===== src/sdcs_pkg.sv =====
`default_nettype none
package sdcs_pkg;

   localparam logic [1:0] RETRY_LIMIT_DEF = 2'd3;

   localparam logic [2:0] CMD_INIT    = 3'd0;
   localparam logic [2:0] CMD_RESP    = 3'd1;
   localparam logic [2:0] CMD_TIMEOUT = 3'd2;
   localparam logic [2:0] CMD_READ    = 3'd3;
   localparam logic [2:0] CMD_WRITE   = 3'd4;
   localparam logic [2:0] CMD_DDONE   = 3'd5;

   localparam logic [2:0] KIND_ISSUE     = 3'd0;
   localparam logic [2:0] KIND_INIT_DONE = 3'd1;
   localparam logic [2:0] KIND_INIT_FAIL = 3'd2;
   localparam logic [2:0] KIND_DATA      = 3'd3;
   localparam logic [2:0] KIND_OP_DONE   = 3'd4;
   localparam logic [2:0] KIND_OP_FAIL   = 3'd5;

   localparam logic [2:0] RK_NONE = 3'd0;
   localparam logic [2:0] RK_R1   = 3'd1;
   localparam logic [2:0] RK_R1B  = 3'd2;
   localparam logic [2:0] RK_R3   = 3'd4;
   localparam logic [2:0] RK_R7   = 3'd5;
   localparam logic [2:0] RK_LONG = 3'd6;

   localparam logic [31:0] ARG_IFC      = 32'h0000_01AA;
   localparam logic [31:0] ARG_OCR_SD   = 32'h40FF_8000;
   localparam logic [31:0] ARG_OCR_SPI  = 32'h4000_0000;
   localparam logic [31:0] RESP_DATA_OK = 32'h0000_0900;
   localparam logic [31:0] ARG_BUS4     = 32'h0000_0002;
   localparam logic [31:0] ARG_BLEN     = 32'd512;
   localparam logic [3:0]  ST_DATA      = 4'hF & 4'd5;

   typedef struct packed {
      logic [2:0]  kind;
      logic [5:0]  opcode;
      logic [31:0] argument;
      logic [2:0]  resp_kind;
      logic        check_crc;
      logic        carries_data;
      logic        is_read;
      logic [15:0] xfer_blocks;
      logic [15:0] block_bytes;
      logic [31:0] total_blocks;
      logic        high_capacity;
      logic [16:0] op_result;
   } rsp_type;

   function automatic rsp_type f_issue(input logic [5:0] op, input logic [31:0] arg,
                                       input logic [2:0] rk, input logic crc);
      rsp_type r;
      r = '0;
      r.kind = KIND_ISSUE;
      r.opcode = op;
      r.argument = arg;
      r.resp_kind = rk;
      r.check_crc = crc;
      return r;
   endfunction

   function automatic rsp_type f_signal(input logic [2:0] k);
      rsp_type r;
      r = '0;
      r.kind = k;
      return r;
   endfunction

endpackage
`default_nettype wire


===== src/sdcs_csd_decode.sv =====
`default_nettype none
module sdcs_csd_decode (
   input  wire logic [63:0] resp_hi,
   input  wire logic [63:0] resp_lo,
   output logic      [15:0] size_bytes,
   output logic      [31:0] size_blocks
);
   logic [1:0]  ver;
   logic [32:0] blocks;

   assign ver = resp_hi[55:54];

   always_comb begin
      size_bytes = 16'd512;
      blocks = '0;
      case (ver)
         2'd0: begin
            size_bytes = 16'd1 << resp_hi[11:8];
            blocks = {20'd0, {1'b0, resp_hi[1:0], resp_lo[63:54]} + 13'd1}
                     << ({1'b0, resp_lo[41:39]} + 4'd2);
         end
         2'd1: begin
            size_bytes = 16'd1 << resp_hi[11:8];
            blocks = {({1'b0, resp_lo[61:40]} + 23'd1), 10'd0};
         end
         default: begin
            size_bytes = 16'd512;
            blocks = '0;
         end
      endcase
      size_blocks = blocks[32] ? 32'hFFFF_FFFF : blocks[31:0];
   end
endmodule
`default_nettype wire


===== src/sdcs_core.sv =====
`default_nettype none
module sdcs_core #(
   parameter logic [1:0] RETRY_LIMIT = sdcs_pkg::RETRY_LIMIT_DEF
) (
   input  wire logic        clock,
   input  wire logic        reset,
   input  wire logic        step,
   input  wire logic        spi_mode,
   input  wire logic [2:0]  cmd,
   input  wire logic [63:0] resp_hi,
   input  wire logic [63:0] resp_lo,
   input  wire logic [31:0] block_addr,
   input  wire logic [15:0] block_count,
   input  wire logic [16:0] moved_count,
   output logic             has_result,
   output sdcs_pkg::rsp_type result
);
   import sdcs_pkg::*;

   localparam logic [4:0] P_IDLE = 5'd0, P_GO = 5'd1, P_IFC = 5'd2, P_APP = 5'd3,
      P_OPC = 5'd4, P_OCR = 5'd5, P_CID = 5'd6, P_RCA = 5'd7, P_CSD = 5'd8,
      P_SEL = 5'd9, P_BLEN = 5'd10, P_WAPP = 5'd11, P_WID = 5'd12, P_READY = 5'd13,
      P_STAT = 5'd14, P_STOP = 5'd15, P_STAT2 = 5'd16, P_DCMD = 5'd17,
      P_DATA = 5'd18, P_RSTOP = 5'd19;

   logic [4:0]  phase_ff, phase_in;
   logic [15:0] card_addr_ff, card_addr_in;
   logic        sdhc_ff, sdhc_in;
   logic [1:0]  retry_ff, retry_in;
   logic [31:0] req_addr_ff, req_addr_in;
   logic [15:0] req_count_ff, req_count_in;
   logic        req_rd_ff, req_rd_in;
   logic [15:0] size_bytes_ff, size_bytes_in;
   logic [31:0] size_blocks_ff, size_blocks_in;
   logic [16:0] moved_ff, moved_in;
   logic [15:0] csd_bytes;
   logic [31:0] csd_blocks;
   logic [31:0] r;

   sdcs_csd_decode u_csd (
      .resp_hi(resp_hi), .resp_lo(resp_lo),
      .size_bytes(csd_bytes), .size_blocks(csd_blocks)
   );

   assign r = resp_lo[31:0];

   function automatic rsp_type data_cmd(input logic [31:0] addr, input logic [15:0] cnt,
                                        input logic rd, input logic hc, input logic spi);
      rsp_type x;
      logic [5:0] op;
      op = rd ? ((spi && cnt == 16'd1) ? 6'd17 : 6'd18) : 6'd25;
      x = f_issue(op, hc ? addr : {addr[22:0], 9'd0}, RK_R1, 1'b0);
      x.carries_data = 1'b1;
      x.is_read = rd;
      x.xfer_blocks = cnt;
      return x;
   endfunction

   always_comb begin
      phase_in = phase_ff;
      card_addr_in = card_addr_ff;
      sdhc_in = sdhc_ff;
      retry_in = retry_ff;
      req_addr_in = req_addr_ff;
      req_count_in = req_count_ff;
      req_rd_in = req_rd_ff;
      size_bytes_in = size_bytes_ff;
      size_blocks_in = size_blocks_ff;
      moved_in = moved_ff;
      has_result = 1'b0;
      result = '0;
      case (cmd)
         CMD_INIT: begin
            phase_in = P_GO;
            has_result = 1'b1;
            result = f_issue(6'd0, 32'd0, RK_NONE, 1'b0);
         end
         CMD_RESP: begin
            has_result = 1'b1;
            case (phase_ff)
               P_GO: begin
                  phase_in = P_IFC;
                  result = f_issue(6'd8, ARG_IFC, RK_R7, 1'b1);
               end
               P_IFC: begin
                  phase_in = P_APP;
                  result = f_issue(6'd55, 32'd0, RK_R1, 1'b1);
               end
               P_OPC: begin
                  if (spi_mode ? (r == 32'd0) : r[31]) begin
                     sdhc_in = r[30];
                     if (spi_mode) begin
                        phase_in = P_OCR;
                        result = f_issue(6'd58, 32'd0, RK_R3, 1'b0);
                     end else begin
                        phase_in = P_CID;
                        result = f_issue(6'd2, {card_addr_ff, 16'd0}, RK_LONG, 1'b1);
                     end
                  end else begin
                     phase_in = P_APP;
                     result = f_issue(6'd55, 32'd0, RK_R1, 1'b1);
                  end
               end
               P_APP: begin
                  phase_in = P_OPC;
                  result = f_issue(6'd41, spi_mode ? ARG_OCR_SPI : ARG_OCR_SD,
                                   spi_mode ? RK_R1 : RK_R3, 1'b0);
               end
               P_OCR: begin
                  sdhc_in = r[30];
                  phase_in = P_CID;
                  result = f_issue(6'd10, {card_addr_ff, 16'd0}, RK_LONG, 1'b1);
               end
               P_CID: begin
                  if (!spi_mode) begin
                     phase_in = P_RCA;
                     result = f_issue(6'd3, 32'd0, RK_R7, 1'b1);
                  end else begin
                     phase_in = P_CSD;
                     result = f_issue(6'd9, {card_addr_ff, 16'd0}, RK_LONG, 1'b1);
                  end
               end
               P_RCA: begin
                  card_addr_in = r[31:16];
                  phase_in = P_CSD;
                  result = f_issue(6'd9, {r[31:16], 16'd0}, RK_LONG, 1'b1);
               end
               P_CSD, P_SEL: begin
                  if (phase_ff == P_CSD) begin
                     size_bytes_in = csd_bytes;
                     size_blocks_in = csd_blocks;
                  end
                  if (phase_ff == P_CSD && !spi_mode) begin
                     phase_in = P_SEL;
                     result = f_issue(6'd7, {card_addr_ff, 16'd0}, RK_R1B, 1'b1);
                  end else if (!sdhc_ff) begin
                     phase_in = P_BLEN;
                     result = f_issue(6'd16, ARG_BLEN, RK_R1, 1'b1);
                  end else if (spi_mode) begin
                     phase_in = P_READY;
                     result = f_signal(KIND_INIT_DONE);
                     result.block_bytes = size_bytes_in;
                     result.total_blocks = size_blocks_in;
                     result.high_capacity = sdhc_ff;
                  end else begin
                     phase_in = P_WAPP;
                     result = f_issue(6'd55, {card_addr_ff, 16'd0}, RK_R1, 1'b1);
                  end
               end
               P_BLEN, P_WID: begin
                  if (phase_ff == P_BLEN && !spi_mode) begin
                     phase_in = P_WAPP;
                     result = f_issue(6'd55, {card_addr_ff, 16'd0}, RK_R1, 1'b1);
                  end else begin
                     phase_in = P_READY;
                     result = f_signal(KIND_INIT_DONE);
                     result.block_bytes = size_bytes_ff;
                     result.total_blocks = size_blocks_ff;
                     result.high_capacity = sdhc_ff;
                  end
               end
               P_WAPP: begin
                  phase_in = P_WID;
                  result = f_issue(6'd6, ARG_BUS4, RK_R1, 1'b1);
               end
               P_STAT: begin
                  if (r[12:9] == ST_DATA) begin
                     phase_in = P_STOP;
                     result = f_issue(6'd12, 32'd0, RK_R1B, 1'b1);
                  end else begin
                     phase_in = P_DCMD;
                     result = data_cmd(req_addr_ff, req_count_ff, req_rd_ff, sdhc_ff, spi_mode);
                  end
               end
               P_STOP: begin
                  phase_in = P_STAT2;
                  result = f_issue(6'd13, {card_addr_ff, 16'd0}, RK_R1, 1'b1);
               end
               P_STAT2: begin
                  phase_in = P_DCMD;
                  result = data_cmd(req_addr_ff, req_count_ff, req_rd_ff, sdhc_ff, spi_mode);
               end
               P_DCMD: begin
                  if ((spi_mode && !r[0]) || r == RESP_DATA_OK) begin
                     phase_in = P_DATA;
                     result = f_signal(KIND_DATA);
                     result.carries_data = 1'b1;
                     result.is_read = req_rd_ff;
                     result.xfer_blocks = req_count_ff;
                  end else begin
                     phase_in = P_READY;
                     result = f_signal(KIND_OP_FAIL);
                  end
               end
               default: has_result = 1'b0;
            endcase
         end
         CMD_TIMEOUT: begin
            has_result = 1'b1;
            if (phase_ff >= P_GO && phase_ff <= P_WID) begin
               phase_in = P_IDLE;
               result = f_signal(KIND_INIT_FAIL);
            end else begin
               case (phase_ff)
                  P_STAT: begin
                     if (!req_rd_ff || retry_ff >= RETRY_LIMIT) begin
                        phase_in = P_READY;
                        result = f_signal(KIND_OP_FAIL);
                     end else begin
                        phase_in = P_DCMD;
                        result = data_cmd(req_addr_ff, req_count_ff, req_rd_ff, sdhc_ff,
                                          spi_mode);
                     end
                  end
                  P_STOP, P_STAT2, P_DCMD: begin
                     phase_in = P_READY;
                     result = f_signal(KIND_OP_FAIL);
                  end
                  default: has_result = 1'b0;
               endcase
            end
         end
         CMD_READ, CMD_WRITE: begin
            has_result = 1'b1;
            if (phase_ff != P_READY || (!spi_mode && card_addr_ff == 16'd0)) begin
               result = f_signal(KIND_OP_FAIL);
            end else begin
               req_addr_in = block_addr;
               req_count_in = block_count;
               req_rd_in = (cmd == CMD_READ);
               retry_in = 2'd0;
               if (spi_mode) begin
                  phase_in = P_DCMD;
                  result = data_cmd(block_addr, block_count, req_rd_in, sdhc_ff, spi_mode);
               end else begin
                  phase_in = P_STAT;
                  result = f_issue(6'd13, {card_addr_ff, 16'd0}, RK_R1, 1'b1);
               end
            end
         end
         default: has_result = 1'b0;
      endcase

      if ((cmd == CMD_DDONE && phase_ff == P_DATA) ||
          (cmd == CMD_RESP && phase_ff == P_RSTOP) ||
          (cmd == CMD_TIMEOUT && phase_ff == P_RSTOP)) begin
         has_result = 1'b1;
         if (cmd == CMD_DDONE) moved_in = moved_count;
         if (cmd == CMD_DDONE && req_rd_ff && spi_mode && req_count_ff != 16'd1) begin
            phase_in = P_RSTOP;
            result = f_issue(6'd12, 32'd0, RK_R1B, 1'b0);
         end else if (cmd == CMD_TIMEOUT && retry_ff >= RETRY_LIMIT) begin
            phase_in = P_READY;
            result = f_signal(KIND_OP_FAIL);
         end else if (!req_rd_ff || moved_in[16] || moved_in == {1'b0, req_count_ff}) begin
            phase_in = P_READY;
            result = f_signal(KIND_OP_DONE);
            result.op_result = moved_in;
         end else if (retry_ff >= RETRY_LIMIT) begin
            phase_in = P_READY;
            result = f_signal(KIND_OP_FAIL);
         end else begin
            retry_in = retry_ff + 2'd1;
            if (spi_mode) begin
               phase_in = P_DCMD;
               result = data_cmd(req_addr_ff, req_count_ff, req_rd_ff, sdhc_ff, spi_mode);
            end else begin
               phase_in = P_STAT;
               result = f_issue(6'd13, {card_addr_ff, 16'd0}, RK_R1, 1'b1);
            end
         end
      end
   end

   always_ff @(posedge clock) begin
      if (reset) begin
         phase_ff <= P_IDLE;
         card_addr_ff <= '0;
         sdhc_ff <= 1'b0;
         retry_ff <= '0;
         req_addr_ff <= '0;
         req_count_ff <= '0;
         req_rd_ff <= 1'b0;
         size_bytes_ff <= 16'd512;
         size_blocks_ff <= '0;
         moved_ff <= '0;
      end else if (step) begin
         phase_ff <= phase_in;
         card_addr_ff <= card_addr_in;
         sdhc_ff <= sdhc_in;
         retry_ff <= retry_in;
         req_addr_ff <= req_addr_in;
         req_count_ff <= req_count_in;
         req_rd_ff <= req_rd_in;
         size_bytes_ff <= size_bytes_in;
         size_blocks_ff <= size_blocks_in;
         moved_ff <= moved_in;
      end
   end
endmodule
`default_nettype wire


===== src/sd_card_command_sequencer.sv =====
`default_nettype none
// Channel  Direction  tuser        tdata
// req      in         cmd          resp_hi, resp_lo, block_addr, block_count, moved_count
// rsp      out        kind         opcode .. op_result
// csr      in         -            spi_mode
// An accepted event is registered, decided from the input register and its result
// registered in the output register; one event is taken every cycle unless rsp stalls.
// Reset is synchronous and returns the sequencer to idle with spi_mode cleared.
// A result waiting on rsp_tready holds the decision stage; an empty input register
// still takes one event while the stall lasts.
module sd_card_command_sequencer #(
   parameter logic [1:0] RETRY_LIMIT = sdcs_pkg::RETRY_LIMIT_DEF
) (
   input  wire logic         clock,
   input  wire logic         reset,
   input  wire logic         csr_valid,
   output logic              csr_ready,
   input  wire logic [0:0]   csr_data,     // spi_mode
   input  wire logic         req_tvalid,
   output logic              req_tready,
   input  wire logic [2:0]   req_tuser,    // cmd
   input  wire logic [199:0] req_tdata,    // resp_hi, resp_lo, block_addr, block_count,
                                           // moved_count
   output logic              rsp_tvalid,
   input  wire logic         rsp_tready,
   output logic [2:0]        rsp_tuser,    // kind
   output logic [127:0]      rsp_tdata     // opcode, argument, resp_kind, check_crc,
                                           // carries_data, is_read, xfer_blocks,
                                           // block_bytes, total_blocks, high_capacity,
                                           // op_result
);
   import sdcs_pkg::*;

   logic         spi_ff;
   logic         in_valid_ff;
   logic [2:0]   in_cmd_ff;
   logic [192:0] in_data_ff;
   logic         out_valid_ff;
   rsp_type      out_ff;
   logic         step;
   logic         has_result;
   rsp_type      result;

   assign csr_ready = 1'b1;
   assign step = in_valid_ff && (!out_valid_ff || rsp_tready);
   assign req_tready = !in_valid_ff || step;

   sdcs_core #(.RETRY_LIMIT(RETRY_LIMIT)) u_core (
      .clock(clock), .reset(reset), .step(step), .spi_mode(spi_ff),
      .cmd(in_cmd_ff),
      .resp_hi(in_data_ff[63:0]), .resp_lo(in_data_ff[127:64]),
      .block_addr(in_data_ff[159:128]), .block_count(in_data_ff[175:160]),
      .moved_count(in_data_ff[192:176]),
      .has_result(has_result), .result(result)
   );

   always_ff @(posedge clock) begin
      if (reset) begin
         spi_ff <= 1'b0;
         in_valid_ff <= 1'b0;
         out_valid_ff <= 1'b0;
      end else begin
         if (csr_valid) spi_ff <= csr_data[0];
         if (req_tready) in_valid_ff <= req_tvalid;
         if (step) out_valid_ff <= has_result;
         else if (rsp_tready) out_valid_ff <= 1'b0;
      end
   end

   always_ff @(posedge clock) begin
      if (req_tready && req_tvalid) begin
         in_cmd_ff <= req_tuser;
         in_data_ff <= req_tdata[192:0];
      end
      if (step) out_ff <= result;
   end

   assign rsp_tvalid = out_valid_ff;
   assign rsp_tuser = out_ff.kind;
   assign rsp_tdata = {2'b00, out_ff.op_result, out_ff.high_capacity, out_ff.total_blocks,
                       out_ff.block_bytes, out_ff.xfer_blocks, out_ff.is_read,
                       out_ff.carries_data, out_ff.check_crc, out_ff.resp_kind,
                       out_ff.argument, out_ff.opcode};
endmodule
`default_nettype wire

===== config.mk =====
export PLATFORM = sky130hd
export DESIGN_NAME = sd_card_command_sequencer
export DESIGN_NICKNAME = d
export VERILOG_FILES = /design/src/sdcs_pkg.sv /design/src/sdcs_csd_decode.sv /design/src/sdcs_core.sv /design/src/sd_card_command_sequencer.sv
export SDC_FILE = /design/constraint.sdc
export NUM_CORES = 1
export LEC_CHECK = 0
export BUFFER_PORTS_ARGS = -buffer_cell sky130_fd_sc_hd__buf_2
export CAP_MARGIN = 20
export CORE_MARGIN = 8
export CORE_UTILIZATION = 60
export CTS_CLUSTER_DIAMETER = 50
export DETAILED_ROUTE_END_ITERATION = 8
export PLACE_DENSITY = 0.84
export REMOVE_ABC_BUFFERS = 1
export SLEW_MARGIN = 20
export SYNTH_ARGS = -nofsm -noshare
export SYNTH_HDL_FRONTEND = slang
export SYNTH_SLANG_ARGS = --single-unit

===== constraint.sdc =====
create_clock -name clock -period 14.3 [get_ports clock]
set_input_delay 1.43 -clock clock [delete_from_list [all_inputs] [get_ports clock]]
set_output_delay 1.43 -clock clock [all_outputs]
set_load 0.02 [all_outputs]

==> key figures <==
Critical path
  • Slowest stage delay, CP: 0.84 ns
  • CP Cell Sequence: buf_2 > nand2b_1 > nand2_1 > inv_4 > buf_4 > nand2_1 > nor2_1 > buf_4 > nand2_1 > nor3_1 > nor3_1
  • WP buf/inv: 4
  • CP Data Arrival Time: 5.43 ns
  • Worst path top cell family by delay: buffers and inverters
  • Top cell by count, worst path: nand2_1
  • Worst EP required: 14.73 ns
  • Startpoint class of the critical path: input port
  • Critical path peak fanout: 67
  • Crit. End Element: flip-flop
  • CP max-delay cell: buf_4
  • WS Path Type: in -> reg

Die
  • Die W: 196 um
  • Rows: 66
  • Core Region: 32,200 sq um
  • Initial Utilization: 0.603
  • IO Pins: 343
  • Vert. Die Dim: 196 um
  • Full die area: 38,400 sq um

Flow run
  • # Max-Cap Violations: 0

Final layout
  • Syn-to-layout area delta: 15.5%
  • Core Util, Final: 0.697
  • Share of layout cells above drive strength 1: 0.188
  • Fillers: 2,391
  • Nets@finish: 2,400
  • Non-filler instance count after layout: 2,634

Placement
  • Final GP Congestion: 0.952
  • Post-Place Cells: 2,550
  • Buffers on Ports: 269
  • DP HPWL: 42.7 mm

CTS
  • Clock net sink count: 403
  • Clk root buf: clkbuf_16
  • Max Buffers Root-to-Sink: 3
  • CTS Buf Count: 44
  • CTS clock-pin slew for the worst setup and hold paths: 0.06 ns
  • CTS resizes: 0
  • Postcts setup bufs: 0
  • CTS tree: done
  • Hold buffers post-CTS: 0
  • Worst skew pair latency: 0.57 ns
  • H-tree levels: 2

Power and ir drop
  • Leak: 7.71 nW
  • Worst vdd ir: 101 uV
  • PD cells: 117 nW/um^2

Detailed routing
  • Detailed Route WL: 61.2 mm
  • Total number of vias: 17,075
  • Initial DRC Count: 1,990
  • 1st-pass router iterations: 5
  • Final antenna-violating net count: 0
  • Post-route DRC: 0
  • Vias per Instance: 6.48
  • Wire per inst: 23.2 um

Synthesis
  • Syn. warnings: 0
  • Yosys top cell by area: edfxtp_1
  • Yosys cell types: 84
  • #FFs+latches synth: 403
  • Synthesized area per cell: 9.85 sq um
  • Yosys top cell area share: 0.405
  • Syn Std Cell Area: 19,400 sq um
  • Asr flop ratio synth: 0
  • Post-synth EDFFs: 262
  • Register area share after synthesis: 0.550
  • Cells after Synth: 1,973
  • Synth area leaders: edfxtp_1 40%, dfxtp_1 15%, nand2_1 6.1%, a21oi_1 5.2%, nor2_1 3.9%
  • Synth Flop Type: edfxtp_1

Global route
  • Largest net degree at the start of global routing: 85
  • Vias in the first global route: 16,690
  • Gr usage total: 0.308
  • GRT overflow: 0
  • Initial antenna violation count: 2
  • Global-route wire length before repair: 94.7 mm

Timing
  • Worst-margin pin slew: 1.19 ns
  • Max-slew violations: 0
  • Slew headroom: 0.204
  • Setup tns final: 0 ns
  • Fin crit period: 5.00 ns
  • FMAX: 0.200 GHz
  • Final Hold Vio Count: 0
  • Final period util: 0.349
  • Clk_skew: 0.0332 ns
  • WHS: 0.452 ns
  • RSZ-0062 raised after global routing: false
  • # setup viols final: 0

Run status
  • Status: finished clean

Worst hold path
  • Hold WC Path Type: reg -> reg
## kinds of logic (layout without fill, tap and decap cells)
logic type               after synthesis  count (layout)  share of synthesized area
other                                  2               5                   0.000387
multiplexers                          82              82                     0.0433
AND/OR/NAND/NOR                      742             742                      0.171
adder cells (fa/ha/maj)                3               3                    0.00193
XOR/XNOR                              29              29                     0.0131
AO/OA/AOI/OAI                        544             544                      0.184
flip-flops                           403             403                      0.550
buffers and inverters                168             418                     0.0356
## sequential cells by signal, summed over array words and instances, names as in the netlist
| name | cells |
|---|---|
| in_data_ff | 130 |
| rsp_tdata | 126 |
| u_core.req_addr_ff | 32 |
| u_core.size_blocks_ff | 32 |
| u_core.moved_ff | 17 |
| u_core.card_addr_ff | 16 |
| u_core.req_count_ff | 16 |
| u_core.size_bytes_ff | 16 |
| u_core.phase_ff | 5 |
| in_cmd_ff | 3 |
| rsp_tuser | 3 |
| u_core.retry_ff | 2 |
| in_valid_ff | 1 |
| rsp_tvalid | 1 |
| spi_ff | 1 |
| u_core.req_rd_ff | 1 |
| u_core.sdhc_ff | 1 |
## layout by cell type, fill, tap and decap left out, types with 20 or more instances in the layout
master / synthesis / layout
clkbuf_16: 0 / 44
o21ai_0: 65 / 64
o22ai_1: 20 / 20
a21oi_1: 202 / 202
nor2_1: 204 / 201
mux2i_1: 76 / 76
a22oi_1: 27 / 27
a221oi_1: 21 / 21
buf_2: 19 / 268
a211oi_1: 30 / 30
nand2b_1: 20 / 20
nor3_1: 44 / 43
nand3_1: 37 / 37
o221ai_1: 23 / 23
nand2_1: 314 / 314
dfxtp_1: 141 / 139
edfxtp_1: 262 / 262
buf_4: 4 / 30
nor4_1: 22 / 21
inv_1: 38 / 37
## worst min-delay path: cells and delay by family, from the launching register on
kind             cells  cell delay [ns]
AND/OR/NAND/NOR      1             0.05
flip-flops           1             0.31
AO/OA/AOI/OAI        1             0.05
## Yosys cell counts (12+ instances only)
cell        n
nand3_1    37
o221ai_1   23
nand2_1   314
nor2b_1    18
a221oi_1   21
a22oi_1    27
o211ai_1   18
clkbuf_1   92
o22ai_1    20
a211oi_1   30
buf_2      19
nand2b_1   20
mux2i_1    76
or3_1      13
a31oi_1    12
nor3_1     44
edfxtp_1  262
xnor2_1    18
nor2_1    204
dfxtp_1   141
inv_1      38
nor4_1     22
a21oi_1   202
o21ai_0    65
buf_1      12
nand4_1    12
## metal layers
metal  part of all wire  track usage  up-vias
met5                  0            0        -
met1               0.42        0.431     8218
met3              0.090       0.0583      150
met2               0.46        0.478      986
met4              0.028        0.104        0
li1                   -            -     7721
## where the power goes
part	switching (W)	leakage [nW]	internal, W
registers	0.0000290	3.68	0.00128
logic	0.000141	3.34	0.0000627
clock network	0.000473	0.700	0.000636
total	0.000643	7.71	0.00198
## final timing paths
kind                      startpoint                  endpoint  slack [ns]  cells after the start
max                       rsp_tready  u_core.size_blocks_ff[6]        9.30                     11
min          u_core.size_bytes_ff[4]   u_core.size_bytes_ff[4]        0.45                      2
max reg2reg               rsp_tvalid  u_core.size_blocks_ff[6]        9.98                     10
min reg2reg  u_core.size_bytes_ff[4]   u_core.size_bytes_ff[4]        0.45                      2
## metrics by stage
stage          worst slack [ns]  total power [W]  instance area (sq um)
3_3_place_gp               8.89          0.00153                  21000
3_5_place_dp               8.76          0.00153                  21000
5_1_grt                    8.82          0.00269                  22400
2_1_floorplan              7.77          0.00144                  18900
6_report                   9.30          0.00262                  22400
4_1_cts                    9.33          0.00263                  22400
## cell type report
type,count,area (sq um),share of cell area
clock buffers,57,1190,0.0530
repair buffers,298,1570,0.0698
flip-flops and latches,403,10700,0.476
clock inverters,25,241,0.0108
multi-input cells,1403,8090,0.361
inverters,38,145,0.00647
diodes,2,5.00,0.000223
well taps,408,510,0.0227
Power figures use the tool's default switching activity.
